File: config.mk
export PLATFORM = sky130hd
export DESIGN_NAME = frops_front
export DESIGN_NICKNAME = d
export VERILOG_FILES = /design/src/rtl/frops_pkg.sv /design/src/rtl/frops_front.sv
export SDC_FILE = /design/constraint.sdc
export NUM_CORES = 1
export LEC_CHECK = 0
export ABC_AREA = 1
export BUFFER_PORTS_ARGS = -buffer_cell sky130_fd_sc_hd__buf_4
export CORE_UTILIZATION = 45
export DETAILED_ROUTE_END_ITERATION = 10
export PLACE_DENSITY_LB_ADDON = 0.25
export SYNTH_ARGS = -nofsm -noshare
export SYNTH_HDL_FRONTEND = slang
export SYNTH_SLANG_ARGS = --single-unit
File: constraint.sdc
create_clock -name vclk -period 4.27
set_input_delay 0.427 -clock vclk [all_inputs]
set_output_delay 0.427 -clock vclk [all_outputs]
set_load 0.02 [all_outputs]
File: src/rtl/frops_pkg.sv
// Shared types and constants for the fragment raster operations block.
// No dependencies; all other files but frops_ram use its scoped names.

package frops_pkg;

    // Configuration register indexes
    localparam int CFG_INDEX_W = 3;
    localparam int CFG_DATA_W  = 9;

    localparam logic [CFG_INDEX_W-1:0] CFG_ENABLE_FLAGS  = 3'd0;
    localparam logic [CFG_INDEX_W-1:0] CFG_DEPTH_COMPARE = 3'd1;
    localparam logic [CFG_INDEX_W-1:0] CFG_SCISSOR_X_MIN = 3'd2;
    localparam logic [CFG_INDEX_W-1:0] CFG_SCISSOR_Y_MIN = 3'd3;
    localparam logic [CFG_INDEX_W-1:0] CFG_SCISSOR_X_MAX = 3'd4;
    localparam logic [CFG_INDEX_W-1:0] CFG_SCISSOR_Y_MAX = 3'd5;
    localparam logic [CFG_INDEX_W-1:0] CFG_FRAME_WIDTH   = 3'd6;

    // enable_flags bit positions
    localparam int EN_SCISSOR = 0;
    localparam int EN_DEPTH   = 1;
    localparam int EN_BLEND   = 2;

    // depth compare modes; other codes always fail
    localparam logic [1:0] CMP_LESS    = 2'd0;
    localparam logic [1:0] CMP_GREATER = 2'd1;

    typedef logic [1:0] fate_t;

    localparam fate_t FATE_WRITTEN    = 2'd0;
    localparam fate_t FATE_SCISSORED  = 2'd1;
    localparam fate_t FATE_DEPTH_FAIL = 2'd2;
    localparam fate_t FATE_RANGE      = 2'd3;

    // y*width+x with 8-bit y, 9-bit width and 8-bit x fits in 17 bits
    localparam int IDX_W   = 17;
    localparam int FDEPTH_W = 24;

    localparam int QUEUE_DEPTH = 4;
    localparam int QPTR_W      = 2;
    localparam int QCNT_W      = 3;

    typedef struct packed {
        logic [2:0] enable_flags;
        logic [1:0] depth_compare_mode;
        logic [8:0] scissor_x_min;
        logic [8:0] scissor_y_min;
        logic [8:0] scissor_x_max;
        logic [8:0] scissor_y_max;
        logic [8:0] frame_width;
    } cfg_t;

    typedef struct packed {
        logic [7:0]          frag_x;
        logic [7:0]          frag_y;
        logic [FDEPTH_W-1:0] frag_depth;
        logic [7:0]          src_red;
        logic [7:0]          src_green;
        logic [7:0]          src_blue;
        logic [7:0]          src_alpha;
    } frag_t;

    typedef struct packed {
        fate_t       fate;
        logic [15:0] pixel_index;
        logic [7:0]  out_red;
        logic [7:0]  out_green;
        logic [7:0]  out_blue;
        logic [7:0]  out_alpha;
    } result_t;

    // Classified fragment handed from front to back.
    // fate is FATE_WRITTEN for fragments that still need the stores.
    typedef struct packed {
        fate_t               fate;
        logic [IDX_W-1:0]    idx;
        logic [FDEPTH_W-1:0] depth;
        logic [7:0]          red;
        logic [7:0]          green;
        logic [7:0]          blue;
        logic [7:0]          alpha;
    } entry_t;

endpackage

File: src/rtl/frops_front.sv
// Front end: accepts fragments, applies the scissor test, forms the pixel
// index and flags out-of-range indexes. Depends on frops_pkg.

module frops_front #(
    parameter int MAX_WIDTH  = 256,
    parameter int MAX_HEIGHT = 256
) (
    input  logic              in_valid,
    output logic              in_stall,
    input  frops_pkg::frag_t  frag,
    input  frops_pkg::cfg_t   cfg,
    input  logic              queue_full,
    input  logic              clearing,
    output logic              push,
    output frops_pkg::entry_t entry
);

    localparam logic [31:0] STORE_LIMIT = 32'(MAX_WIDTH * MAX_HEIGHT);

    logic                          in_rect;
    logic                          scissored;
    logic [frops_pkg::IDX_W-1:0]   idx;
    logic                          out_of_range;

    always_comb
    begin
        in_rect = ({1'b0, frag.frag_x} >= cfg.scissor_x_min) &&
                  ({1'b0, frag.frag_x} <  cfg.scissor_x_max) &&
                  ({1'b0, frag.frag_y} >= cfg.scissor_y_min) &&
                  ({1'b0, frag.frag_y} <  cfg.scissor_y_max);
        scissored = cfg.enable_flags[frops_pkg::EN_SCISSOR] && !in_rect;

        idx = frops_pkg::IDX_W'(frag.frag_y) * frops_pkg::IDX_W'(cfg.frame_width) +
              frops_pkg::IDX_W'(frag.frag_x);
        out_of_range = 32'(idx) >= STORE_LIMIT;

        entry.depth = frag.frag_depth;
        entry.red   = frag.src_red;
        entry.green = frag.src_green;
        entry.blue  = frag.src_blue;
        entry.alpha = frag.src_alpha;
        if (scissored)
        begin
            entry.fate = frops_pkg::FATE_SCISSORED;
            entry.idx  = '0;
        end
        else if (out_of_range)
        begin
            entry.fate = frops_pkg::FATE_RANGE;
            entry.idx  = idx;
        end
        else
        begin
            entry.fate = frops_pkg::FATE_WRITTEN;
            entry.idx  = idx;
        end
    end

    assign in_stall = queue_full || clearing;
    assign push     = in_valid && !in_stall;

endmodule

=== After elaboration in Yosys (flattened, before gate mapping) ===
Cells that the tools add are included.

* Bits of input ports: 125
* Word-level logic and storage cells: 17
* Output and inout bits: 77
* Register bits after elaboration: 0

* Reduce and logical (&&, ||, !) cells: 8
* $lt $le $gt $ge: 5
* $mul: 1
* Multiplexer cells: 2
* $add $sub $neg: 1

{| class="wikitable"
|+ Operators with widths
! operator !! count
|-
| 2-to-1 mux 19 bit || 2
|-
| greater-or-equal comparator 8 x 9 -> 1 bit || 2
|-
| less-than comparator 8 x 9 -> 1 bit || 2
|-
| adder 17 x 8 -> 17 bit || 1
|-
| greater-or-equal comparator 17 bit, second input constant || 1
|-
| multiplier 8 x 9 -> 17 bit || 1
|-
| logical AND 1 bit || 5
|-
| logical NOT 1 bit || 2
|-
| logical OR 1 bit || 1
|}

=== Depth between registers and ports, before layout ===
Gate-level depths: netlist (run 1).

* Depth after elaboration: 7
* Gate-level depth with buffers: 22
* Gate-level depth less buffers: 21

=== Worst setup path before layout (run 1) ===
No wires, ideal clock.

* Path kind: input-to-output
* From: input frag[63] in the netlist's numbering
* To: output entry[74] in the netlist's numbering
* Data required time: 3843 ps
* Cell stages on the path: 18
* Path buffers: 2
* Data arrival time: 4319 ps
* Slack: -476 ps
* Cells stage by stage: clkbuf_1 nand2_1 fa_1 fa_1 inv_1 fa_1 inv_1 fa_1 inv_1 ha_1 a21oi_1 nand2_1 nand3_1 nand2_1 nand2_1 nand2_1 a21oi_2 buf_4

{| class="wikitable"
|+ RTL lines
! what !! line !! text
|-
| start: declaration || frops_front.sv:10 || <nowiki>input frops_pkg::frag_t frag,</nowiki>
|-
| end: declaration || frops_front.sv:15 || <nowiki>output frops_pkg::entry_t entry</nowiki>
|}

==> results of run 1 <==
[power by group through the flow]
stage	registers [mW]	logic, mW	clock network [mW]
CTS	0	2.61	0
floorplan	0	1.51	0
detailed placement	0	2.19	0
finish	0	2.91	0
global route	0	3.19	0
global placement	0	2.16	0
[cell type report]
class	count	share of cell area, %
inverter	191	12.9
tap	129	2.89
multi-input combinational	378	62.5
timing repair buffer	142	21.8
[repair_timing]
item                                    CTS  global route
buffers inserted                          2             1
endpoints found under the hold margin     0             0
resized for setup                        80            47
pin swaps                                44            26
endpoints found under the setup margin   13            12
[worst max-delay path, delay by kind of cell]
| kind | cells | cell delay, ns |
|---|---|---|
| AND/OR/NAND/NOR | 4 | 0.32 |
| XOR/XNOR | 1 | 0.17 |
| adder cells (fa/ha/maj) | 5 | 2.27 |
| AO/OA/AOI/OAI | 2 | 0.24 |
| buffers and inverters | 6 | 0.52 |
[logic make-up after synthesis]
logic type,after synthesis,share of synthesized area [%]
and+or+nand+nor,203,19.1
xor gates and xnor gates,9,1.84
AOI/OAI and AO/OA,48,6.94
adders and majority gates,118,43.3
buffers and inverters,268,28.8
[worst paths after layout]
check,endpoint,slack (ns),depth (start not counted)
hold / removal,entry[35],0.85,0
setup / recovery,entry[67],-0.12,18
[cell usage in the layout, fill, tap and decap left out, types with 4 or more instances in the layout]
master,count
a21oi_1,18
a21oi_2,12
a21oi_4,7
buf_12,5
buf_4,119
buf_6,13
buf_8,5
fa_1,47
ha_1,57
ha_4,11
inv_1,176
inv_2,14
nand2_1,126
nand2_2,16
nand2_4,12
nand3_1,9
nor2_1,22
nor2_2,4
xor2_1,4
[routing by layer]
metal | wire, um | up-vias
li1 | - | 1946
met1 | 4400 | 1805
met2 | 5540 | 100
met3 | 417 | 32
met4 | 146 | 0
met5 | 0 | -
==> metrics, run 1 <==
arrival time worst endpoint=between 3 and 4 ns; total grt overflow=0; Fin. Hold Viols=0; synth unique cells=27; die area=0.00989 sq mm; Slew Limit Fails=0; Mean Syn Cell Area=between 6 and 7 sq um; vias in the first global route=around 4,000; pin count of the biggest net entering global routing=19; antenna cells=0; CP endpoint kind=primary output; CTS hold repair buffers=0; Power per Cell Area=roughly 520 mW/mm^2; met3 Resource Use GR=1.05%; critical path startpoint category=input pin; Final TNS setup=-0.379 ns; Core Region=around 0.0092 sq mm; status=finished with violations; Final Util=approximately 60%; WS Path Type=in2out; initial antenna violation count=0; Sequential cell area=0 sq um; biggest area consumer among synthesized cells=fa_1; # IOs=between 200 and 250; routability cong.=between 0.8 and 0.9; Max Cap Violations=0; final critical-path required period=4.39 ns; seq_cells=0; Area growth syn-to-layout=30.6%; Initial Util=between 40% and 50%; slew at the pin closest to its max-slew limit=0.408 ns; Synth top area share=between 20% and 30%; HPWL after detailed placement=roughly 9 mm; DRT Pass-1 Iters=4; switching share of power=between 50% and 60%; post-route cell area=roughly 0.0056 sq mm; Post-DP Area=between 0.005 and 0.006 sq mm; top cells by count, synth=191 x inv_1, 153 x nand2_1, 68 x ha_1, 57 x buf_4, 50 x fa_1; most used cell along the critical path=fa_1; vias=3,883; met1 Use GR=25.6%; RSZ-0062 raised after global routing=true; worst-path maximum fanout=8; GRT Resource Usage Total=around 22%; Max IR drop VDD=0.431 mV; Fmax=roughly 230 MHz; first-pass GRT wire length=about 18 mm; Comb pwr share=100.0%; fillers=between 800 and 900; net load switching power=around 1.5 mW; GR Layer Usage met2=~43%; Worst Path Required=3.84 ns; Flop pwr share=0%; final std cells w/o fill=between 800 and 900; Hold Path Origin=frag[35]; Final ANT Viol Nets=0; GRT busiest layer=met2; Die Y-Extent=99.5 um; Cells after Synth=646; drt total wl=~10 mm; worst setup path startpoint=frag[59]; final setup margin=-0.119 ns; Area contributors post-synth=fa_1 23%, ha_1 20%, inv_1 17%; yosys warns=0; buffers added on ports=86; CP cell instances=buf_12 -> nand2_4 -> inv_2 -> fa_1 -> fa_1 -> fa_1 -> inv_2 -> fa_1 -> inv_2 -> ha_4 -> a21oi_4 -> nor2_1 -> nor2_1 -> nand2_2 -> buf_4 -> xor2_2 -> a21oi_2 -> buf_4; CP max stage delay=between 0.5 and 0.6 ns; pre-CTS WS=-0.233 ns; relative slew slack=approximately 73%; clock network power share=0%; Worst path slowest cell=fa_1; failing checks=setup timing; cell with the most instances after synthesis=inv_1; register area share after synthesis=0%; Residual DRC=0; Synthesized Nets=889; placed insts=roughly 840; final net count=~960; HP Class=in2out; Int Pwr=about 1.4 mW; multi-input logic area=roughly 0.0035 sq mm; Setup Viol. Count Final=8; cell area after synthesis=approximately 0.0043 sq mm; vias per inst=between 4 and 5; leakage=roughly 3.4 nW; number of DRC markers in iteration 0=93; Tot Pwr=between 2 and 3 mW; ratio of final minimum period to clock period=103%; share of cells above drive strength 1=33.1%; Die W=99.5 um; DR WL/cell=12.5 um; hold slack=roughly 0.85 ns; clock buffers=0; Site Rows=35
(Power assumes the default switching activity.)
==> inputs of run 2 (changes only) <==
--- a/config.mk
+++ b/config.mk
@@ -9,7 +9,7 @@
 export BUFFER_PORTS_ARGS = -buffer_cell sky130_fd_sc_hd__buf_4
 export CORE_UTILIZATION = 45
 export DETAILED_ROUTE_END_ITERATION = 10
-export PLACE_DENSITY_LB_ADDON = 0.25
+export PLACE_DENSITY = 0.81
 export SYNTH_ARGS = -nofsm -noshare
 export SYNTH_HDL_FRONTEND = slang
 export SYNTH_SLANG_ARGS = --single-unit
==> run 2 against run 1 <==
The run still ends with setup timing left. Final area is 1.7% lower. First-iteration DRC count is 12% higher. Flip-flop and latch count stayed put. Worst hold slack stayed put. Critical path depth is 1 higher. Core utilization is 1.0 points lower. Largest cell class unchanged. Clock-buffer cell count stayed put. Combinational power is 3% lower. Maximum frequency hardly changed. Non-clock buffer count is 4 lower. Sequential share of layout area stayed put. Total power is 3.3% lower.
==> metrics, run 2 (same netlist as run 1, synthesis figures left out) <==
final setup margin=-0.115 ns (was -0.119 ns); Final ANT Viol Nets=0 (unchanged); Max Cap Violations=0 (unchanged); WS Path Type=in2out (unchanged); Fin. Hold Viols=0 (unchanged); antenna cells=0 (unchanged); Power per Cell Area=513 mW/mm^2 (was 522 mW/mm^2); clock buffers=0 (unchanged); number of DRC markers in iteration 0=104 (was 93); worst-path maximum fanout=6 (was 8); Core Region=0.00924 sq mm (unchanged); Fmax=228 MHz (about the same); relative slew slack=69.4% (was 72.7%); first-pass GRT wire length=16.7 mm (was 17.6 mm); status=finished with violations (unchanged); share of cells above drive strength 1=32.0% (was 33.1%); vias in the first global route=4,022 (was 4,005); CP endpoint kind=primary output (unchanged); ratio of final minimum period to clock period=103% (about the same); initial antenna violation count=0 (unchanged); failing checks=setup timing (unchanged); Slew Limit Fails=0 (unchanged); HP Class=in2out (unchanged); DRT Pass-1 Iters=4 (unchanged); slew at the pin closest to its max-slew limit=0.459 ns (was 0.408 ns); vias=3,831 (was 3,883); HPWL after detailed placement=7.92 mm (was 9.02 mm); Site Rows=35 (unchanged); Max IR drop VDD=0.327 mV (was 0.431 mV); most common cell after layout, fill and taps aside=inv_1 (unchanged); GRT Resource Usage Total=20.2% (was 21.7%); Initial Util=46.3% (unchanged); vias per inst=4.58 (was 4.62); routability cong.=0.891 (was 0.883); final critical-path required period=4.38 ns (was 4.39 ns); pin count of the biggest net entering global routing=19 (unchanged); die area=0.00989 sq mm (unchanged); Die W=99.5 um (unchanged); total grt overflow=0 (unchanged); drt total wl=9.64 mm (was 10.5 mm); leakage=3.38 nW (was 3.43 nW); CTS hold repair buffers=0 (unchanged); final net count=952 (was 956); Setup Viol. Count Final=9 (was 8); pre-CTS WS=-0.216 ns (was -0.233 ns); RSZ-0062 raised after global routing=true (unchanged); arrival time worst endpoint=3.96 ns (about the same); commonest non-fill, non-tap cells in the layout=179 x inv_1, 129 x nand2_1, 116 x buf_4, 57 x ha_1, 46 x fa_1 (was 176 x inv_1, 126 x nand2_1, 119 x buf_4, 57 x ha_1, 47 x fa_1); Residual DRC=0 (unchanged); DR WL/cell=11.5 um (was 12.5 um); seq_cells=0 (unchanged); # IOs=202 (unchanged); Worst Path Required=3.84 ns (about the same); Die Y-Extent=99.5 um (unchanged); buffers added on ports=86 (unchanged); worst hold stages=0 (unchanged); critical path startpoint category=input pin (unchanged); Sequential cell area=0 sq um (unchanged); Final Util=59.4% (was 60.4%); Area growth syn-to-layout=28.4% (was 30.6%)
[run 2: path summary, 6_finish.rpt]
path,start,end
hold / removal,frag[21],entry[21]
setup / recovery,cfg[2],entry[69]
[run 2: critical path: stages]
cell and delay (ns):
buf_8 0.10, nand2_4 0.05, fa_1 0.49, fa_1 0.51, inv_1 0.06, fa_1 0.53
inv_1 0.06, fa_1 0.50, inv_2 0.05, ha_4 0.31, nand2_4 0.08, o21ai_2 0.17
nand2_1 0.10, nand3_1 0.10, nand2_1 0.06, nand2_1 0.07, inv_1 0.05, a21oi_2 0.09
buf_4 0.15
[run 2: through the flow]
| step | total power, mW | std cells | hold WS [ns] | setup TNS, ns | area [sq um] |
|---|---|---|---|---|---|
| after floorplan | 1.51 | 646 | 0.967 | -0.0977 | 4470 |
| after global placement | 2.09 | 828 | 0.854 | -1.55 | 4990 |
| after detailed placement | 2.13 | 828 | 0.854 | -1.82 | 4990 |
| after CTS | 2.56 | 833 | 0.854 | -0.216 | 5340 |
| after global routing | 3.09 | 836 | 0.854 | -2.37 | 5490 |
| final | 2.82 | 836 | 0.854 | -0.521 | 5490 |
[run 2: power breakdown]
| group | internal (mW) | switching (mW) | leakage (nW) | total, mW |
|---|---|---|---|---|
| clock | 0 | 0 | 0 | 0 |
| combinational | 1.34 | 1.48 | 3.38 | 2.82 |
| sequential | 0 | 0 | 0 | 0 |
[run 2: repair_timing]
item	4_1_cts	5_1_grt
gates cloned	0	0
setup endpoints to repair	12	13
resized for setup	77	34
pin swaps	47	15
buffers inserted	5	3
[run 2: layer usage]
metal  wire length (um)  global-route usage [%]
met5                  0                       0
met4                167                    3.17
met3                510                    2.11
met2               5090                    40.8
met1               3870                    22.9
[run 2: layout make-up]
cell class / count / area (sq um)
Tap cell: 129 / 161
Timing Repair Buffer: 138 / 1170
Multi-Input combinational cell: 378 / 3440
Fill cell: 815 / 3750
Inverter: 191 / 717
==> inputs of run 3 (changes only) <==
--- a/config.mk
+++ b/config.mk
@@ -9,6 +9,7 @@
 export BUFFER_PORTS_ARGS = -buffer_cell sky130_fd_sc_hd__buf_4
 export CORE_UTILIZATION = 45
 export DETAILED_ROUTE_END_ITERATION = 10
+export GPL_TIMING_DRIVEN = 0
 export PLACE_DENSITY = 0.81
 export SYNTH_ARGS = -nofsm -noshare
 export SYNTH_HDL_FRONTEND = slang
==> run 3 against run 2 <==
The flow still finishes with violations (setup timing). Worst hold slack improved by 0.20 ns. Critical endpoint is now entry[74]. Highest routed layer unchanged. Final area rose by 12%. Core utilization rose by 7.1 points. Non-clock buffer count rose by 81. Critical path type unchanged. First-iteration DRC count rose by 22%.
==> metrics, run 3 (same netlist as run 1, synthesis figures left out) <==
status=finished with violations (unchanged); failing checks=setup timing (unchanged); DR WL/cell=11.6 um (was 11.5 um); ratio of final minimum period to clock period=103% (about the same); Fin. Hold Viols=0 (unchanged); CP max stage delay=0.54 ns (was 0.53 ns); number of DRC markers in iteration 0=127 (was 104); # IOs=202 (unchanged); most common cell after layout, fill and taps aside=buf_4 (was inv_1); DRT Pass-1 Iters=4 (unchanged); RSZ-0062 raised after global routing=true (unchanged); clock buffers=0 (unchanged); most used cell along the critical path=fa_1 (unchanged); Initial Util=46.3% (unchanged); Max IR drop VDD=0.329 mV (was 0.327 mV); commonest non-fill, non-tap cells in the layout=190 x buf_4, 177 x inv_1, 127 x nand2_1, 59 x ha_1, 48 x fa_1 (was 179 x inv_1, 129 x nand2_1, 116 x buf_4, 57 x ha_1, 46 x fa_1); cell depth of the worst setup path=20 (was 19); buffers added on ports=131 (was 86); share of cells above drive strength 1=38.7% (was 32.0%); CP bufs+invs=7 (was 6); CP endpoint kind=primary output (unchanged); relative slew slack=72.5% (was 69.4%); cell family with most CP delay=adder cells (unchanged); Site Rows=35 (unchanged); final critical-path required period=4.41 ns (was 4.38 ns); slew at the pin closest to its max-slew limit=0.413 ns (was 0.459 ns); final setup margin=-0.139 ns (was -0.115 ns); critical path startpoint category=input pin (unchanged); drt total wl=10.7 mm (was 9.64 mm); GRT Resource Usage Total=21.5% (was 20.2%); arrival time worst endpoint=3.98 ns (was 3.96 ns); Worst path slowest cell=fa_1 (unchanged); total grt overflow=0 (unchanged); final net count=1,033 (was 952); HP Class=in2out (unchanged); vias per inst=4.61 (was 4.58); Core Region=0.00924 sq mm (unchanged); worst-path maximum fanout=8 (was 6); vias in the first global route=4,335 (was 4,022); worst hold stages=2 (was 0); Area growth syn-to-layout=43.9% (was 28.4%); first-pass GRT wire length=17.9 mm (was 16.7 mm); vias=4,223 (was 3,831); initial antenna violation count=0 (unchanged); Die Y-Extent=99.5 um (unchanged); die area=0.00989 sq mm (unchanged); WS Path Type=in2out (unchanged); HPWL after detailed placement=8.96 mm (was 7.92 mm); leakage=3.79 nW (was 3.38 nW); Slew Limit Fails=0 (unchanged); pin count of the biggest net entering global routing=12 (was 19); CP cell instances=clkbuf_16 -> nand2_4 -> fa_1 -> fa_1 -> inv_2 -> fa_1 -> inv_1 -> fa_1 -> inv_2 -> ha_4 -> nand2_4 -> inv_2 -> nand2_2 -> nand2_2 -> nand3_2 -> nand3_2 -> nand2_2 -> a21oi_4 -> buf_6 -> buf_6 (was buf_8 -> nand2_4 -> fa_1 -> fa_1 -> inv_1 -> fa_1 -> inv_1 -> fa_1 -> inv_2 -> ha_4 -> nand2_4 -> o21ai_2 -> nand2_1 -> nand3_1 -> nand2_1 -> nand2_1 -> inv_1 -> a21oi_2 -> buf_4); Sequential cell area=0 sq um (unchanged); Max Cap Violations=0 (unchanged); fillers=774 (was 815); Post-DP Area=0.00562 sq mm (was 0.00499 sq mm); Setup Viol. Count Final=10 (was 9); seq_cells=0 (unchanged); Die W=99.5 um (unchanged); antenna cells=0 (unchanged); Fmax=227 MHz (was 228 MHz); Residual DRC=0 (unchanged); Worst Path Required=3.84 ns (about the same); Final ANT Viol Nets=0 (unchanged); Power per Cell Area=487 mW/mm^2 (was 513 mW/mm^2); post-route cell area=0.00615 sq mm (was 0.00549 sq mm); routability cong.=0.822 (was 0.891); multi-input logic area=0.00344 sq mm (about the same); pre-CTS WS=-0.447 ns (was -0.216 ns)
-- run 3: cell types whose count changed in the layout (fill, tap and decap cells not counted), sizes merged --
cell,change
buf,+74
clkbuf,+7
-- run 3: layer usage --
| metal | vias to the layer above | wire, um | global-route usage, % |
|---|---|---|---|
| li1 | 2108 | - | - |
| met1 | 1972 | 4130 | 24.4 |
| met2 | 133 | 5990 | 44.8 |
| met3 | 10 | 458 | 0.984 |
| met4 | 0 | 96 | 2.49 |
| met5 | - | 0 | 0 |
-- run 3: metrics by stage --
stage / util, % / hold WS [ns] / TNS, ns / cells / total power, mW
global route: 66.5 / 1.05 / -2.61 / 917 / 3.27
global placement: 60.8 / 1.05 / -3.61 / 906 / 2.02
detailed placement: 60.8 / 1.05 / -4.01 / 906 / 2.04
finish: 66.5 / 1.05 / -0.861 / 917 / 2.99
floorplan: - / 0.967 / -0.0977 / 646 / 1.51
CTS: 63.7 / 1.05 / -0.375 / 908 / 2.43
-- run 3: worst paths after layout --
kind,startpoint,end
worst min-delay path,frag[10],entry[10]
worst max-delay path,cfg[3],entry[74]
-- run 3: where the power goes --
part	internal (mW)	switching, mW	total, mW
clock network	0	0	0
logic	1.43	1.56	2.99
registers	0	0	0
total	1.43	1.56	2.99
-- run 3: timing repair --
item                       in CTS  in global routing
hold buffers                    0                  0
gates resized for setup        71                 47
buffers inserted                9                 10
setup endpoints to repair      13                 12
hold endpoints to repair        0                  0
pin swaps                      43                 17
-- run 3: cell type report --
type,instances,area share (%)
Timing Repair Buffer,149,19.8
Multi-Input combinational cell,378,55.9
Tap cell,129,2.63
Buffer,70,10.1
Inverter,191,11.7
