==> src/rtl/frops_pkg.sv <==
// Shared types and constants for the fragment raster operations block.
// No dependencies; all other files but frops_ram use its scoped names.

package frops_pkg;

    // Configuration register indexes
    localparam int CFG_INDEX_W = 3;
    localparam int CFG_DATA_W  = 9;

    localparam logic [CFG_INDEX_W-1:0] CFG_ENABLE_FLAGS  = 3'd0;
    localparam logic [CFG_INDEX_W-1:0] CFG_DEPTH_COMPARE = 3'd1;
    localparam logic [CFG_INDEX_W-1:0] CFG_SCISSOR_X_MIN = 3'd2;
    localparam logic [CFG_INDEX_W-1:0] CFG_SCISSOR_Y_MIN = 3'd3;
    localparam logic [CFG_INDEX_W-1:0] CFG_SCISSOR_X_MAX = 3'd4;
    localparam logic [CFG_INDEX_W-1:0] CFG_SCISSOR_Y_MAX = 3'd5;
    localparam logic [CFG_INDEX_W-1:0] CFG_FRAME_WIDTH   = 3'd6;

    // enable_flags bit positions
    localparam int EN_SCISSOR = 0;
    localparam int EN_DEPTH   = 1;
    localparam int EN_BLEND   = 2;

    // depth compare modes; other codes always fail
    localparam logic [1:0] CMP_LESS    = 2'd0;
    localparam logic [1:0] CMP_GREATER = 2'd1;

    typedef logic [1:0] fate_t;

    localparam fate_t FATE_WRITTEN    = 2'd0;
    localparam fate_t FATE_SCISSORED  = 2'd1;
    localparam fate_t FATE_DEPTH_FAIL = 2'd2;
    localparam fate_t FATE_RANGE      = 2'd3;

    // y*width+x with 8-bit y, 9-bit width and 8-bit x fits in 17 bits
    localparam int IDX_W   = 17;
    localparam int FDEPTH_W = 24;

    localparam int QUEUE_DEPTH = 4;
    localparam int QPTR_W      = 2;
    localparam int QCNT_W      = 3;

    typedef struct packed {
        logic [2:0] enable_flags;
        logic [1:0] depth_compare_mode;
        logic [8:0] scissor_x_min;
        logic [8:0] scissor_y_min;
        logic [8:0] scissor_x_max;
        logic [8:0] scissor_y_max;
        logic [8:0] frame_width;
    } cfg_t;

    typedef struct packed {
        logic [7:0]          frag_x;
        logic [7:0]          frag_y;
        logic [FDEPTH_W-1:0] frag_depth;
        logic [7:0]          src_red;
        logic [7:0]          src_green;
        logic [7:0]          src_blue;
        logic [7:0]          src_alpha;
    } frag_t;

    typedef struct packed {
        fate_t       fate;
        logic [15:0] pixel_index;
        logic [7:0]  out_red;
        logic [7:0]  out_green;
        logic [7:0]  out_blue;
        logic [7:0]  out_alpha;
    } result_t;

    // Classified fragment handed from front to back.
    // fate is FATE_WRITTEN for fragments that still need the stores.
    typedef struct packed {
        fate_t               fate;
        logic [IDX_W-1:0]    idx;
        logic [FDEPTH_W-1:0] depth;
        logic [7:0]          red;
        logic [7:0]          green;
        logic [7:0]          blue;
        logic [7:0]          alpha;
    } entry_t;

endpackage

==> src/rtl/frops_queue.sv <==
// Short FIFO of classified fragments between front and back end.
// Depends on frops_pkg for the entry type and depth.

module frops_queue (
    input  logic              clk,
    input  logic              rst_n,
    input  logic              push,
    input  frops_pkg::entry_t push_entry,
    output logic              full,
    input  logic              pop,
    output logic              head_valid,
    output frops_pkg::entry_t head
);

    frops_pkg::entry_t                mem_reg [frops_pkg::QUEUE_DEPTH];
    logic [frops_pkg::QPTR_W-1:0]     wr_ptr_reg;
    logic [frops_pkg::QPTR_W-1:0]     rd_ptr_reg;
    logic [frops_pkg::QCNT_W-1:0]     count_reg;
    logic [frops_pkg::QCNT_W-1:0]     count_next;

    assign full       = count_reg == frops_pkg::QCNT_W'(frops_pkg::QUEUE_DEPTH);
    assign head_valid = count_reg != '0;
    assign head       = mem_reg[rd_ptr_reg];

    always_comb
    begin
        count_next = count_reg;
        if (push && !pop)
        begin
            count_next = count_reg + 1'b1;
        end
        else if (pop && !push)
        begin
            count_next = count_reg - 1'b1;
        end
    end

    always_ff @(posedge clk or negedge rst_n)
    begin
        if (!rst_n)
        begin
            wr_ptr_reg <= '0;
            rd_ptr_reg <= '0;
            count_reg  <= '0;
        end
        else
        begin
            if (push)
            begin
                wr_ptr_reg <= wr_ptr_reg + 1'b1;
            end
            if (pop)
            begin
                rd_ptr_reg <= rd_ptr_reg + 1'b1;
            end
            count_reg <= count_next;
        end
    end

    always_ff @(posedge clk)
    begin
        if (push)
        begin
            mem_reg[wr_ptr_reg] <= push_entry;
        end
    end

    // front must hold off while full; back must not pop an empty queue
    assert property (@(posedge clk) disable iff (!rst_n) push |-> !full)
        else $error("queue overflow");
    assert property (@(posedge clk) disable iff (!rst_n) pop |-> head_valid)
        else $error("queue underflow");

endmodule

==> config.mk <==
export PLATFORM = sky130hd
export DESIGN_NAME = frops_queue
export DESIGN_NICKNAME = d
export VERILOG_FILES = /design/src/rtl/frops_pkg.sv /design/src/rtl/frops_queue.sv
export SDC_FILE = /design/constraint.sdc
export NUM_CORES = 1
export LEC_CHECK = 0
export ABC_CLOCK_PERIOD_IN_PS = 6300
export BUFFER_PORTS_ARGS = -buffer_cell sky130_fd_sc_hd__buf_2
export CELL_PAD_IN_SITES_DETAIL_PLACEMENT = 1
export CELL_PAD_IN_SITES_GLOBAL_PLACEMENT = 1
export CORE_MARGIN = 5
export CORE_UTILIZATION = 49
export DETAILED_ROUTE_END_ITERATION = 8
export GPL_ROUTABILITY_DRIVEN = 0
export GPL_TIMING_DRIVEN = 0
export PLACE_DENSITY = 0.83
export SYNTH_ARGS = -nofsm -noshare
export SYNTH_HDL_FRONTEND = slang
export SYNTH_SLANG_ARGS = --single-unit
export TNS_END_PERCENT = 1
==> constraint.sdc <==
create_clock -name clk -period 6.3 [get_ports clk]
set_input_delay 0.63 -clock clk [delete_from_list [all_inputs] [get_ports clk]]
set_output_delay 0.63 -clock clk [all_outputs]
set_load 0.05 [all_outputs]
# Yosys cells after proc, flatten, opt, wreduce, memory -nomap -nowiden
# Memory sizes are Yosys's and may differ from the RTL's.
# Index checks and enable logic that the tools add are counted.
[word_totals]
regBits = 7
mem_bits_rw = 300
n_memories = 1
[mem_list]
columns = ["name", "depth", "width", "rd", "rd_ports_with_merged_regs", "write_ports", "line_no", "text"]
rows = [
  ["mem_reg", 4, 75, 1, 0, 1, "frops_queue.sv:15", "frops_pkg::entry_t mem_reg [frops_pkg::QUEUE_DEPTH];"],
]
[classes]
addsub = 4
n_eq_ne = 1
mux = 4
n_reduce_logical = 6
[ops]
columns = ["cell", "n"]
rows = [
  ["2-to-1 mux 3 bit", 2],
  ["adder 2 x 1 -> 2 bit, second input constant", 2],
  ["adder 3 x 1 -> 3 bit, second input constant", 1],
  ["equality test 3 bit, second input constant", 1],
  ["nonzero test 3 bit", 1],
  ["subtractor 3 x 1 -> 3 bit, second input constant", 1],
  ["logical AND 1 bit", 2],
  ["logical NOT 1 bit", 2],
  ["2-to-1 mux 1 bit", 2],
  ["nonzero test 2 bit", 1],
]

# Logic depth before layout (Yosys ltp)
# Gate-level depths: netlist of run 1.
[depth]
depth_word = 4
depth_mapped = 7

# Worst setup path after synthesis of run 1
# Ideal clock, no wire load.
[synth_path]
path_kind = "input to register"
from = "input push"
to = "memory mem_reg[1][0] (netlist bit), enable pin"
setup_ns = 0.441
arrival_time_ns = 2.382
required_time_ns = 5.859
slack_ns = 3.477
path_stages = 1
path_cell_list = "and2_1"
[synth_via]
elab_chain_cells = 2
[synth_rtl]
columns = ["element", "line_no", "text"]
rows = [
  ["start, declared", "frops_queue.sv:7", "input logic push,"],
  ["2-to-1 mux 1 bit", "frops_queue.sv:62", "if (push)"],
  ["2-to-1 mux 1 bit (not written as such)", "frops_queue.sv:64", "mem_reg[wr_ptr_reg] <= push_entry;"],
  ["end, declared", "frops_queue.sv:15", ""],
]
# No other way between the ends.

==> metrics, run 1 <==
Hold Worst Slack=0.307 ns; ys async rst share=0.0228; core footprint=22600 µm²; initial antenna violation count=1; die width=162 µm; Comb power frac=0.386; pre-CTS setup slack=3.93 ns; post-synthesis cell area=11200 µm²; Avg Synthesized Cell Area=26.4 µm²; Clock Skews=0.0152 ns; via count=5045; commonest non-fill, non-tap cell in the layout=edfxtp_1; part of the Yosys area used for sequential elements=0.817; min-delay worst type=input pin to flop; Cell Pwr Density=550 nW/µm²; f_max=0.349 GHz; vias in the first global route=5810; area delta synth->final=20.2%; CTS Buffer Depth=3; Clk network pwr share=0.241; post-CTS setup buffer count=0; I/O pin count=156; global-route wire length before repair=34.2 mm; actual slew at the worst max-slew pin=0.649 ns; H-tree Lvls=1; YS warnings=0; Nets=703; outcome=complete, no violations; drt via density=5.43; Peak VDD IR=0.000339 V; port bufs=155; Crit. End Element=primary output; max capacitance violation total=0; Critical Path AT=2.24 ns; RSZ-0062 raised after global routing=no; drt wl/cell=23.6 µm; GRT Total Usage=0.170; Setup-failing EPs final=0; post-synthesis net count=511; Final Hold Viols=0; Distinct cells, synth=20; Internal Pwr Total=4650 µW; setup TNS=0 ns; layout cell share with drive strength beyond 1=0.464; normalized max-slew margin=0.567; CTS clock-pin slew for the worst setup and hold paths=0.06 ns; Post-DP HPWL=14.1 mm; PnR worst setup slack=3.43 ns; commonest non-fill, non-tap cells in the layout=edfxtp_1, buf_2, mux4_2, clkbuf_16, clkbuf_1; Root Buffer=clkbuf_16; clock latency on the worst-skew pair=0.54 ns; Pins Over Slew Limit=0; row count=55; total die area=26100 µm²; Post-Route WL=21.9 mm; crit start category=flop; largest net degree at the start of global routing=44; TritonCTS clock tree=yes; total CTS buffers=30; switch share=0.375; post-synthesis sequential element count=307; 1st-pass router iterations=4; Final min period=2.87 ns; critical-path maximum fanout=10; Initial Utilization=0.497; number of synthesized flops with an enable pin=300; Flop pwr share=0.373; Die H=162 µm; max reg flops=300; Worst Path Required=5.67 ns; DRC viols=0; Pleak=0.00468 µW; Syn Inst Count=426; Psw=2790 µW; DRT iter0 DRCs=371; critical path type=flop to primary output; cts repair resizes=0; # clock sinks=307; grt ovf=0; ys flop type=edfxtp_1; remaining antenna violation count=0; final worst-path cycle share=0.455
[kinds of logic after synthesis]
group / count (synthesis) / synth area share
DFF: 307 / 0.817
muxes: 76 / 0.151
buffers and inverters: 21 / 0.0154
and+or+nand+nor: 9 / 0.00445
xor gates and xnor gates: 6 / 0.00467
adders and majority gates: 6 / 0.00734
AOI/OAI and AO/OA: 1 / 0.000445
[area by class of cell]
class,count,area (µm²)
antenna,2,5.00
buffer,17,158
clock buffer,42,837
clock inverter,14,171
fill,1888,9120
inverter,4,15.0
multi-input combinational,98,1900
sequential,307,9180
tap,285,357
timing repair buffer,160,896
[metrics by stage]
| step | util | total power, µW | cell area, µm² | instances |
|---|---|---|---|---|
| finish | 0.597 | 7440 | 13500 | 929 |
| global route | 0.597 | 7760 | 13500 | 927 |
| CTS | 0.597 | 7540 | 13500 | 927 |
| detailed placement | 0.552 | 5730 | 12500 | 870 |
| global placement | 0.547 | 5640 | 12400 | 866 |
| floorplan | - | 5030 | 11200 | 426 |
[cells in the mapped netlist (2+ instances only)]
master,n,share of area
and2_1,4,0.0022
buf_1,3,0.0010
buf_12,4,0.0071
buf_2,5,0.0022
buf_4,4,0.0027
dfrtp_1,7,0.016
edfxtp_1,300,0.80
ha_1,5,0.0056
inv_1,4,0.0013
mux4_2,75,0.15
nand2_1,2,0.00067
xnor2_1,2,0.0016
xor2_1,4,0.0031
[worst paths after layout]
path | cells after the start | to | slack (ns) | from
min in group asynchronous | 2 | count_reg[1]$_DFFE_PN0P_ | 0.48 | rst_n
max in group asynchronous | 2 | count_reg[0]$_DFFE_PN0P_ | 5.66 | rst_n
worst max register to register | 4 | mem_reg[0][31]$_DFFE_PP_ | 4.42 | wr_ptr_reg[0]$_DFFE_PN0P_
worst min-delay path | 1 | mem_reg[0][54]$_DFFE_PP_ | 0.31 | push_entry[54]
worst min register to register | 1 | count_reg[2]$_DFFE_PN0P_ | 0.55 | count_reg[2]$_DFFE_PN0P_
worst max-delay path | 4 | head[13] | 3.43 | rd_ptr_reg[1]$_DFFE_PN0P_
[repair_timing]
item / CTS / global route
setup endpoints to repair: 0 / 0
hold endpoints to repair: 7 / 0
hold buffers: 1 / 0
[critical path: stages (launching register included)]
cell     delay [ns]
dfrtp_1        0.42
buf_2          0.32
buf_2          0.35
mux4_2         0.37
buf_2          0.23
[power groups by stage]
stage	Sequential [µW]	Combinational, µW	Clock, µW
after global placement	2830	2810	0
final	2780	2870	1800
after detailed placement	2820	2910	0
after floorplan	2800	2230	0
after global routing	2800	3010	1950
after CTS	2780	2930	1830
[layer usage]
metal | global-route usage | wire length, µm | up-vias
met4 | 0.0306 | 352 | 0
met1 | 0.215 | 8480 | 2656
met3 | 0.0434 | 1360 | 27
met2 | 0.303 | 11700 | 146
met5 | 0 | 0 | -
li1 | - | - | 2216
Power figures use the tool's default switching activity.
==> run 2: changes to the inputs <==
--- a/config.mk
+++ b/config.mk
@@ -5,16 +5,17 @@
 export SDC_FILE = /design/constraint.sdc
 export NUM_CORES = 1
 export LEC_CHECK = 0
-export ABC_CLOCK_PERIOD_IN_PS = 6300
+export ABC_AREA = 1
+export ABC_CLOCK_PERIOD_IN_PS = 2800
 export BUFFER_PORTS_ARGS = -buffer_cell sky130_fd_sc_hd__buf_2
 export CELL_PAD_IN_SITES_DETAIL_PLACEMENT = 1
 export CELL_PAD_IN_SITES_GLOBAL_PLACEMENT = 1
 export CORE_MARGIN = 5
-export CORE_UTILIZATION = 49
+export CORE_UTILIZATION = 48
 export DETAILED_ROUTE_END_ITERATION = 8
 export GPL_ROUTABILITY_DRIVEN = 0
 export GPL_TIMING_DRIVEN = 0
-export PLACE_DENSITY = 0.83
+export PLACE_DENSITY = 0.86
 export SYNTH_ARGS = -nofsm -noshare
 export SYNTH_HDL_FRONTEND = slang
 export SYNTH_SLANG_ARGS = --single-unit
==> constraint.sdc (replaced) <==
create_clock -name clk -period 2.8 [get_ports clk]
set_input_delay 0.28 -clock clk [delete_from_list [all_inputs] [get_ports clk]]
set_output_delay 0.28 -clock clk [all_outputs]
set_load 0.05 [all_outputs]
==> run 2 against run 1 <==
Setup slack worse by 3.1 ns. Critical endpoint is now head[20]. Clock skew fell by 0.0076 ns. Clock-buffer cell count decreased by 8. Synthesized area is 12% higher. Utilization grew 0.59 points.
==> metrics, run 2 <==
port bufs=155; die width=172 µm; Fill cells=2578; post-synthesis net count=1009; via count=8320; Hold Worst Slack=0.110 ns; Crit. End Element=primary output; total CTS buffers=31; # clock sinks=307; commonest non-fill, non-tap cells in the layout=edfxtp_1, nand2_1, buf_2, inv_1, o211ai_1; Worst Path Required=2.52 ns; Final Hold Viols=0; Final Core Density=0.603; cts hold-fix bufs=77; min-delay worst type=input pin to async pin; Die H=172 µm; clock latency on the worst-skew pair=0.55 ns; Critical Path AT=2.21 ns; Worst R2R Setup Slack=0.91 ns; Final min period=2.49 ns; Post-Route WL=34.7 mm; Root Buffer=clkbuf_16; cts repair resizes=0; CTS Buffer Depth=3; part of the Yosys area used for sequential elements=0.728; layout cell share with drive strength beyond 1=0.238; critical-path maximum fanout=10; Distinct cells, synth=20; ys flop type=edfxtp_1; grt ovf=0; DRT iter0 DRCs=581; normalized max-slew margin=0.526; area delta synth->final=24.2%; critical path type=flop to primary output; Placed Instances=1418; number of synthesized flops with an enable pin=300; top cells by count, synth=edfxtp_1, nand2_1, inv_1, o211ai_1, o211ai_2; Cell Pwr Density=1240 nW/µm²; Reg area=9180 µm²; 1st-pass router iterations=5; vias in the first global route=9413; Peak VDD IR=0.00102 V; remaining antenna violation count=0; Final Non-Filler Cells=1547; DRC viols=0; GRT Total Usage=0.235; TritonCTS clock tree=yes; post-CTS setup buffer count=0; Clock Skews=0.00759 ns; post-synthesis cell area=12600 µm²; YS warnings=0; max capacitance violation total=0; ys async rst share=0.0228; Nets=1278; Reg-to-Reg Start=wr_ptr_reg[1]$_DFFE_PN0P_; Avg Synthesized Cell Area=13.7 µm²; Post-DP HPWL=20.8 mm; H-tree Lvls=1; initial antenna violation count=2; row count=59; core footprint=26000 µm²; final worst-path cycle share=0.890; largest area contributor in the netlist=edfxtp_1; Power Total=19500 µW; f_max=0.401 GHz; Initial Utilization=0.486; top cells by area, synth=edfxtp_1, nand2_1, o211ai_1, inv_1, o211ai_2; Setup-failing EPs final=0; total die area=29600 µm²; most frequent cell after synthesis=edfxtp_1; Syn Inst Count=924; CTS clock-pin slew for the worst setup and hold paths=0.06 ns; largest net degree at the start of global routing=52; drt via density=5.38; actual slew at the worst max-slew pin=0.711 ns; area of the multi-input gates=2360 µm²; outcome=complete, no violations; Synth top area share=0.714; drt wl/cell=22.4 µm; Pleak=0.00639 µW; commonest non-fill, non-tap cell in the layout=edfxtp_1; post-synthesis sequential element count=307; FF-to-FF path depth=5; RSZ-0062 raised after global routing=no; Pins Over Slew Limit=0; global-route wire length before repair=53.1 mm; I/O pin count=156; reg-to-reg endpoint=mem_reg[1][25]$_DFFE_PP_; crit start category=flop; max reg flops=300
run 2: per-stage QoR:
stage / area [µm²] / setup slack [ns] / setup TNS [ns]
6_report: 15700 / 0.307 / 0
3_5_place_dp: 13900 / 0.745 / 0
3_3_place_gp: 13800 / -1.03 / -295.02
4_1_cts: 15700 / 0.300 / 0
5_1_grt: 15700 / 0.183 / 0
2_1_floorplan: 12600 / 0.244 / 0
run 2: power breakdown:
part / switching [µW] / internal, µW
combinational: 6810 / 2320
sequential: 284 / 6020
clock: 1690 / 2360
run 2: worst max-delay path, stage by stage (launching register included):
cell,delay (ns)
dfrtp_1,0.44
inv_2,0.12
clkbuf_1,0.49
o211ai_1,0.19
nand2_1,0.15
buf_2,0.28
run 2: logic make-up (layout without fill, tap and decap cells):
logic type | Yosys count | after routing | synth area share
buffers and inverters | 213 | 499 | 0.0857
DFF | 307 | 307 | 0.728
AOI/OAI and AO/OA | 151 | 151 | 0.105
xor gates and xnor gates | 4 | 4 | 0.00278
and+or+nand+nor | 243 | 243 | 0.0727
adders and majority gates | 6 | 6 | 0.00654
other | 0 | 2 | 0
run 2: worst max path at each step:
stage                                          from  slack [ns]  depth (start not counted)                       end
final                     rd_ptr_reg[1]$_DFFE_PN0P_        0.31                          5                  head[20]
after global routing      rd_ptr_reg[1]$_DFFE_PN0P_        0.18                          5                  head[17]
after floorplan           wr_ptr_reg[0]$_DFFE_PN0P_        0.24                          4   mem_reg[2][0]$_DFFE_PP_
after CTS                 rd_ptr_reg[1]$_DFFE_PN0P_        0.30                          5                  head[17]
after global placement                         push       -1.03                          4  mem_reg[3][29]$_DFFE_PP_
after detailed placement                       push        0.74                          5  mem_reg[3][28]$_DFFE_PP_
run 2: cell type report:
cell class | count | share of cell area
tap | 335 | 0.0267
buffer | 51 | 0.0303
clock buffer | 34 | 0.0502
antenna | 2 | 0.000319
clock inverter | 16 | 0.0116
timing repair buffer | 236 | 0.105
inverter | 162 | 0.0394
sequential | 307 | 0.586
multi-input combinational | 404 | 0.150
run 2: per-layer routing:
metal / wire length (µm) / vias to the layer above / global-route usage
met5: 0 / - / 0
met4: 875 / 0 / 0.0718
met3: 1630 / 66 / 0.0329
met2: 18800 / 251 / 0.442
met1: 13400 / 4249 / 0.279
li1: - / 3754 / -
==> run 3: changes to the inputs <==
--- a/config.mk
+++ b/config.mk
@@ -5,17 +5,16 @@
 export SDC_FILE = /design/constraint.sdc
 export NUM_CORES = 1
 export LEC_CHECK = 0
-export ABC_AREA = 1
 export ABC_CLOCK_PERIOD_IN_PS = 2800
 export BUFFER_PORTS_ARGS = -buffer_cell sky130_fd_sc_hd__buf_2
 export CELL_PAD_IN_SITES_DETAIL_PLACEMENT = 1
 export CELL_PAD_IN_SITES_GLOBAL_PLACEMENT = 1
 export CORE_MARGIN = 5
-export CORE_UTILIZATION = 48
+export CORE_UTILIZATION = 49
 export DETAILED_ROUTE_END_ITERATION = 8
 export GPL_ROUTABILITY_DRIVEN = 0
 export GPL_TIMING_DRIVEN = 0
-export PLACE_DENSITY = 0.86
+export PLACE_DENSITY = 0.83
 export SYNTH_ARGS = -nofsm -noshare
 export SYNTH_HDL_FRONTEND = slang
 export SYNTH_SLANG_ARGS = --single-unit
==> run 3 against run 2 <==
Clock skew increased by 0.0032 ns. Utilization rose by 2.9 points. Routed wire length shrank 29%. Clock-buffer cell count increased by 3. Clock power rose by 4%. Hold slack lost 0.049 ns. Critical path type unchanged. Setup slack got worse by 0.022 ns. Critical endpoint is now head[23]. Power down 12%. Cell count down 35%.
==> metrics, run 3 (same netlist as run 1, synthesis figures left out) <==
outcome=complete, no violations; Setup-failing EPs final=0; largest net degree at the start of global routing=52; Peak VDD IR=0.000822 V; Area after DPL=12500 µm²; vias in the first global route=6370; PnR worst setup slack=0.285 ns; CTS clock-pin slew for the worst setup and hold paths=0.06 ns; total die area=26100 µm²; Worst Path Required=2.52 ns; Nets=779; total CTS buffers=30; Cell Pwr Density=1200 nW/µm²; max reg flops=300; critical-path maximum fanout=10; global-route wire length before repair=38.0 mm; RSZ-0062 raised after global routing=no; cts hold-fix bufs=77; H-tree Lvls=1; commonest non-fill, non-tap cells in the layout=edfxtp_1, buf_2, dlygate4sd3_1, mux4_2, clkbuf_16; fin area=14300 µm²; actual slew at the worst max-slew pin=0.704 ns; Post-Route WL=24.5 mm; Clock Skews=0.0108 ns; critical path type=flop to primary output; drt wl/cell=24.4 µm; Pins Over Slew Limit=0; crit start category=flop; Crit. End Element=primary output; Initial Utilization=0.497; CTS Buffer Depth=3; area of the multi-input gates=1900 µm²; normalized max-slew margin=0.531; row count=55; Pleak=0.00500 µW; max capacitance violation total=0; I/O pin count=156; remaining antenna violation count=0; GRT Total Usage=0.191; DRC viols=0; Die H=162 µm; clock latency on the worst-skew pair=0.55 ns; Final Hold Viols=0; # clock sinks=307; 1st-pass router iterations=4; pre-CTS setup slack=0.819 ns; cts repair resizes=0; port bufs=155; Root Buffer=clkbuf_16; layout cell share with drive strength beyond 1=0.416; DRT iter0 DRCs=300; min-delay worst type=input pin to flop; initial antenna violation count=0; area delta synth->final=27.3%; drt via density=5.41; Critical Path AT=2.23 ns; commonest non-fill, non-tap cell in the layout=edfxtp_1; grt ovf=0; die width=162 µm; Post-DP HPWL=13.9 mm; Final min period=2.51 ns; Reg area=9180 µm²; TritonCTS clock tree=yes; via count=5422; final worst-path cycle share=0.898; Fill cells=1842; Ant. Diodes=0; f_max=0.398 GHz; post-CTS setup buffer count=0; core footprint=22600 µm²
run 3: changes by cell type in the layout (fill, tap and decap cells not counted), sizes merged, moves of 3 or more:
cell,delta
nand2,-237
inv,-159
o211ai,-150
mux4,+75
buf,-28
and2,+4
clkbuf,-3
run 3: power breakdown:
| part | total (µW) | leakage [µW] | internal, µW | switching [µW] |
|---|---|---|---|---|
| Clock | 4240 | 0.000508 | 2570 | 1670 |
| Combinational | 6620 | 0.00166 | 2070 | 4550 |
| Sequential | 6260 | 0.00284 | 6010 | 246 |
| Total | 17100 | 0.00500 | 10700 | 6460 |
run 3: metrics by stage:
stage | power, µW | cells | hold WS (ns) | util | TNS [ns]
final | 17100 | 1003 | 0.0602 | 0.632 | 0
after global routing | 17800 | 1003 | 0.0422 | 0.632 | 0
after CTS | 17300 | 1003 | 0.0201 | 0.632 | 0
after detailed placement | 12900 | 870 | 0.126 | 0.552 | 0
after global placement | 12700 | 866 | 0.116 | 0.547 | -287.88
after floorplan | 11300 | 426 | -0.0156 | - | -0.622
run 3: worst paths after layout:
kind	to	startpoint	slack [ns]	cells after the start
setup / recovery	head[23]	rd_ptr_reg[1]$_DFFE_PN0P_	0.29	4
hold / removal	wr_ptr_reg[0]$_DFFE_PN0P_	push	0.06	2
setup reg to reg	mem_reg[0][6]$_DFFE_PP_	wr_ptr_reg[0]$_DFFE_PN0P_	0.97	4
hold reg to reg	count_reg[2]$_DFFE_PN0P_	count_reg[2]$_DFFE_PN0P_	0.53	1
max in group asynchronous	count_reg[2]$_DFFE_PN0P_	rst_n	2.48	2
min in group asynchronous	count_reg[1]$_DFFE_PN0P_	rst_n	0.14	2
run 3: critical path: stages, from the launching register on:
cell and delay, ns:
dfrtp_1 0.40, buf_2 0.33, buf_2 0.36, mux4_2 0.37, buf_2 0.23
run 3: metal layers:
layer | global-route usage | up-vias | routed length (µm)
met1 | 0.243 | 2864 | 9670
li1 | - | 2360 | -
met3 | 0.0342 | 36 | 1180
met4 | 0.0407 | 0 | 494
met5 | 0 | - | 0
met2 | 0.345 | 162 | 13200
run 3: area by class of cell:
class,instances,area share
clock inverter,19,0.0174
buffer,17,0.0110
tap,285,0.0249
sequential,307,0.641
timing repair buffer,236,0.116
multi-input combinational,98,0.133
inverter,4,0.00105
clock buffer,37,0.0558
